### src/masked_window_mean_filter_macros.svh
// ----------------------------------------------------------------------------
// Masked window mean filter assertion macros
// Shared assertion wrappers, compiled out when SYNTHESIS is defined.
// ----------------------------------------------------------------------------
`ifndef MASKED_WINDOW_MEAN_FILTER_MACROS_SVH
`define MASKED_WINDOW_MEAN_FILTER_MACROS_SVH

`ifndef SYNTHESIS
`define MWMF_ASSERT_IMP(label, clk, rst_n, pre, post) \
  label: assert property (@(posedge clk) disable iff (!rst_n) (pre) |-> (post)) \
    else $error("mwmf assertion failed");
`define MWMF_ASSERT_NXT(label, clk, rst_n, pre, post) \
  label: assert property (@(posedge clk) disable iff (!rst_n) (pre) |=> (post)) \
    else $error("mwmf assertion failed");
`else
`define MWMF_ASSERT_IMP(label, clk, rst_n, pre, post)
`define MWMF_ASSERT_NXT(label, clk, rst_n, pre, post)
`endif

`endif

### src/mwmf_div_cell.sv
// ----------------------------------------------------------------------------
// Divider cell
// One restoring division step; a chain of these forms the quotient bit by bit.
// ----------------------------------------------------------------------------
`default_nettype none

module mwmf_div_cell #(
  parameter int NW   = 27,
  parameter int DENW = 7
) (
  input  logic            clk,
  input  logic            rst_n,
  input  logic            in_valid,
  input  logic [NW-1:0]   in_num,
  input  logic [DENW-1:0] in_rem,
  input  logic [NW-1:0]   in_quo,
  input  logic [DENW-1:0] in_den,
  output logic            out_valid,
  output logic [NW-1:0]   out_num,
  output logic [DENW-1:0] out_rem,
  output logic [NW-1:0]   out_quo,
  output logic [DENW-1:0] out_den
);

  logic [DENW:0] trial;
  logic          ge;
  logic [DENW:0] diff;
  logic          valid_r;
  logic [NW-1:0] num_r;
  logic [DENW-1:0] rem_r;
  logic [NW-1:0] quo_r;
  logic [DENW-1:0] den_r;

  assign trial = {in_rem, in_num[NW-1]};
  assign ge    = trial >= {1'b0, in_den};
  assign diff  = trial - {1'b0, in_den};

  always_ff @(posedge clk) begin
    if (!rst_n) begin
      valid_r <= 1'b0;
    end else begin
      valid_r <= in_valid;
    end
  end

  always_ff @(posedge clk) begin
    num_r <= {in_num[NW-2:0], 1'b0};
    rem_r <= ge ? diff[DENW-1:0] : trial[DENW-1:0];
    quo_r <= {in_quo[NW-2:0], ge};
    den_r <= in_den;
  end

  assign out_valid = valid_r;
  assign out_num   = num_r;
  assign out_rem   = rem_r;
  assign out_quo   = quo_r;
  assign out_den   = den_r;

endmodule

`default_nettype wire

### config.mk
export PLATFORM = sky130hd
export DESIGN_NAME = mwmf_div_cell
export DESIGN_NICKNAME = d
export VERILOG_FILES = /design/src/masked_window_mean_filter_macros.svh /design/src/mwmf_div_cell.sv
export SDC_FILE = /design/constraint.sdc
export NUM_CORES = 1
export LEC_CHECK = 0
export BUFFER_PORTS_ARGS = -buffer_cell sky130_fd_sc_hd__clkbuf_2
export CELL_PAD_IN_SITES_DETAIL_PLACEMENT = 1
export CELL_PAD_IN_SITES_GLOBAL_PLACEMENT = 2
export CORE_MARGIN = 3
export CORE_UTILIZATION = 22
export DETAILED_ROUTE_END_ITERATION = 8
export PLACE_DENSITY = 0.9
export SLEW_MARGIN = 20
export SYNTH_ARGS = -nofsm -noshare
export SYNTH_HDL_FRONTEND = slang
export SYNTH_SLANG_ARGS = --single-unit
### constraint.sdc
create_clock -name clk -period 2.23 [get_ports clk]
set_clock_uncertainty 0.15 [all_clocks]
set_input_delay 0.1115 -clock clk [delete_from_list [all_inputs] [get_ports clk]]
set_output_delay 0.1115 -clock clk [all_outputs]
set_load 0.01 [all_outputs]
==> results.txt <==
Status -> finished clean
DR pass1 iterations -> 3
Top Layer Used -> met4
Most frequent cells in the layout -> clkbuf_2, dlygate4sd3_1, dfxtp_1
Aggregate global routing overflow -> 0
Final WS setup -> 102 ps
Ys Warns -> 0
Endpoints failing hold -> 0
Starting density of the core -> 23.1%
DRT antenna net count -> 0
Die W -> 97.0 um
Synth-to-layout area growth -> 97.9%
Dominant cells by area after synthesis -> dfxtp_1, ha_1, mux2_1
Largest net degree at the start of global routing -> 13
Critical path type -> input pin to flip-flop
Worst Path Max Fanout -> 7
Maxcap violations -> 0
Fin cells -> 454
Seq/Total Area, Yosys -> 74.7%
Synth Cell Area -> 1820 um^2
CP peak stage delay -> 530 ps
Count of cell types in the netlist -> 32
Largest area contributor in the netlist -> dfxtp_1
Initial antenna violation count -> 0
Die area -> 9410 um^2
Final WL -> 6.86 mm
Setup crit end kind -> flip-flop
#FFs+latches synth -> 68
Met1 WL -> 2.58 mm
Die height -> 97.0 um
Final GP Congestion -> 0.751
Ys flop type -> dfxtp_1
Setup slack at placement -> 93.1 ps
Type of the worst min-delay path -> input pin to flip-flop
CTS sink cnt -> 68
DP HPWL -> 4.47 mm
H-tree depth -> 3
Number of remaining DRC errors -> 0
Period utilization -> 95.4%
Max Fclk -> 470 MHz
Cell leakage power -> 1.81 nW
CP required -> 2300 ps
VDD IR-drop max -> 0.268 mV
Yosys top cell area share -> 74.7%
Routed length on met3 -> 508 um
Avg WL per Cell -> 15.1 um
Cell Rows -> 32
I/O Buffers -> 137
Crit-path leading delay family -> buffers and inverters
Initial DRC count -> 23
Critical path arrival -> 2200 ps
Final Critical Period -> 2130 ps
Ys async rst share -> 0%
EDFF count, synth -> 0
Diodes inserted -> 0
IO Pins -> 140
Cell Pwr Density -> 853 nW/um^2
Vias in the first global route -> 2,039
Utilization after layout -> 45.7%
Clock Pin Slew Worst Setup and Hold Paths -> 80 ps
Syn Nets -> 208
All-Layer GR Usage -> 14.7%
Crit path buf inv count -> 3
Core ar. -> 7890 um^2
Type of origin of the critical path -> input pin
Number of setup violations in the final report -> 0
Critical-path top delay cell -> dlygate4sd3_1
First-pass GRT wire length -> 10.8 mm
CTS tree -> yes
CTS Root Buffer Type -> clkbuf_8
Inst Count DP -> 367
Cells after Synth -> 129
DR vias/cell -> 3.96
Crit-path cells -> dlygate4sd3_1 -> clkbuf_2 -> inv_1 -> fa_2 -> nand2b_1 -> a21oi_2 -> o221ai_2 -> nand2_4 -> mux2_1
Vias -> 1,796
Final Slew Violations -> 0
Layout Nets -> 427
Syn avg cell area -> 14.1 um^2
Filler instances -> 869
Num CTS Buffers -> 9
Share of cells above drive strength 1 -> 46.0%
CTS max path bufs -> 2
DR WL met2 -> 3.62 mm
Commonest non-fill, non-tap cell in the layout -> clkbuf_2
where the power goes:
group / leakage [nW] / switching (mW) / total, mW / internal [mW]
registers: 0.574 / 0.0262 / 1.32 / 1.30
logic: 1.11 / 0.196 / 0.440 / 0.244
clock network: 0.129 / 0.461 / 1.32 / 0.854
total: 1.81 / 0.684 / 3.08 / 2.40
layout make-up:
class                      instances  area, um^2  share of cell area (%)
timing repair buffer             210        1410                    39.0
sequential                        68        1360                    37.7
multi-input combinational         49         410                    11.4
clock inverter                     6         138                    3.81
tap                              102         128                    3.54
clock buffer                       9         124                    3.43
inverter                          10        38.8                    1.07
metrics by stage:
stage	TNS (ps)	power, mW	cell area [um^2]	hold WS, ps
after global placement	0	1.67	2630	64.3
after CTS	0	3.13	3590	176
final	0	3.08	3610	225
after floorplan	0	1.50	1820	-10.8
after global routing	-11.9	3.23	3610	254
after detailed placement	0	1.68	2630	65.8
flip-flops by register name, summed over array words and instances, names as in the netlist:
signal	cells
out_den	7
out_rem	7
out_num	26
out_quo	27
out_valid	1
per-layer routing:
layer / GRT usage, % / up-vias
met5: 0 / -
met4: 6.26 / 0
met3: 5.41 / 12
met2: 26.8 / 96
met1: 15.1 / 830
li1: - / 858
worst paths after layout:
| kind | endpoint | start | cells after the start |
|---|---|---|---|
| max | out_rem[2] | in_rem[0] | 9 |
| min | out_rem[1] | in_den[0] | 4 |
kinds of logic after synthesis:
family                     share of synthesized area [%]
other                                              0.206
and+or+nand+nor                                     5.83
xor gates and xnor gates                           0.961
DFF                                                 74.7
muxes                                               4.39
AOI/OAI and AO/OA                                   5.08
adders and majority gates                           5.90
buffers and inverters                               2.95
synth_stat cells (2+ instances only):
cell      instances
inv_1             9
a21oi_1           2
buf_4             2
a311o_1           2
ha_1              7
nand3_1           2
dfxtp_1          68
nor2_1            8
mux2_1            4
nand2b_1          2
mux2i_1           2
what timing repair did:
| action | 4_1_cts | 5_1_grt |
|---|---|---|
| gates resized for setup | 0 | 1 |
| buffers inserted | 0 | 2 |
| hold endpoints to repair | 68 | 0 |
| hold buffers | 70 | 0 |
| setup endpoints to repair | 0 | 5 |
Note: power is estimated with default switching activity, not from simulation.
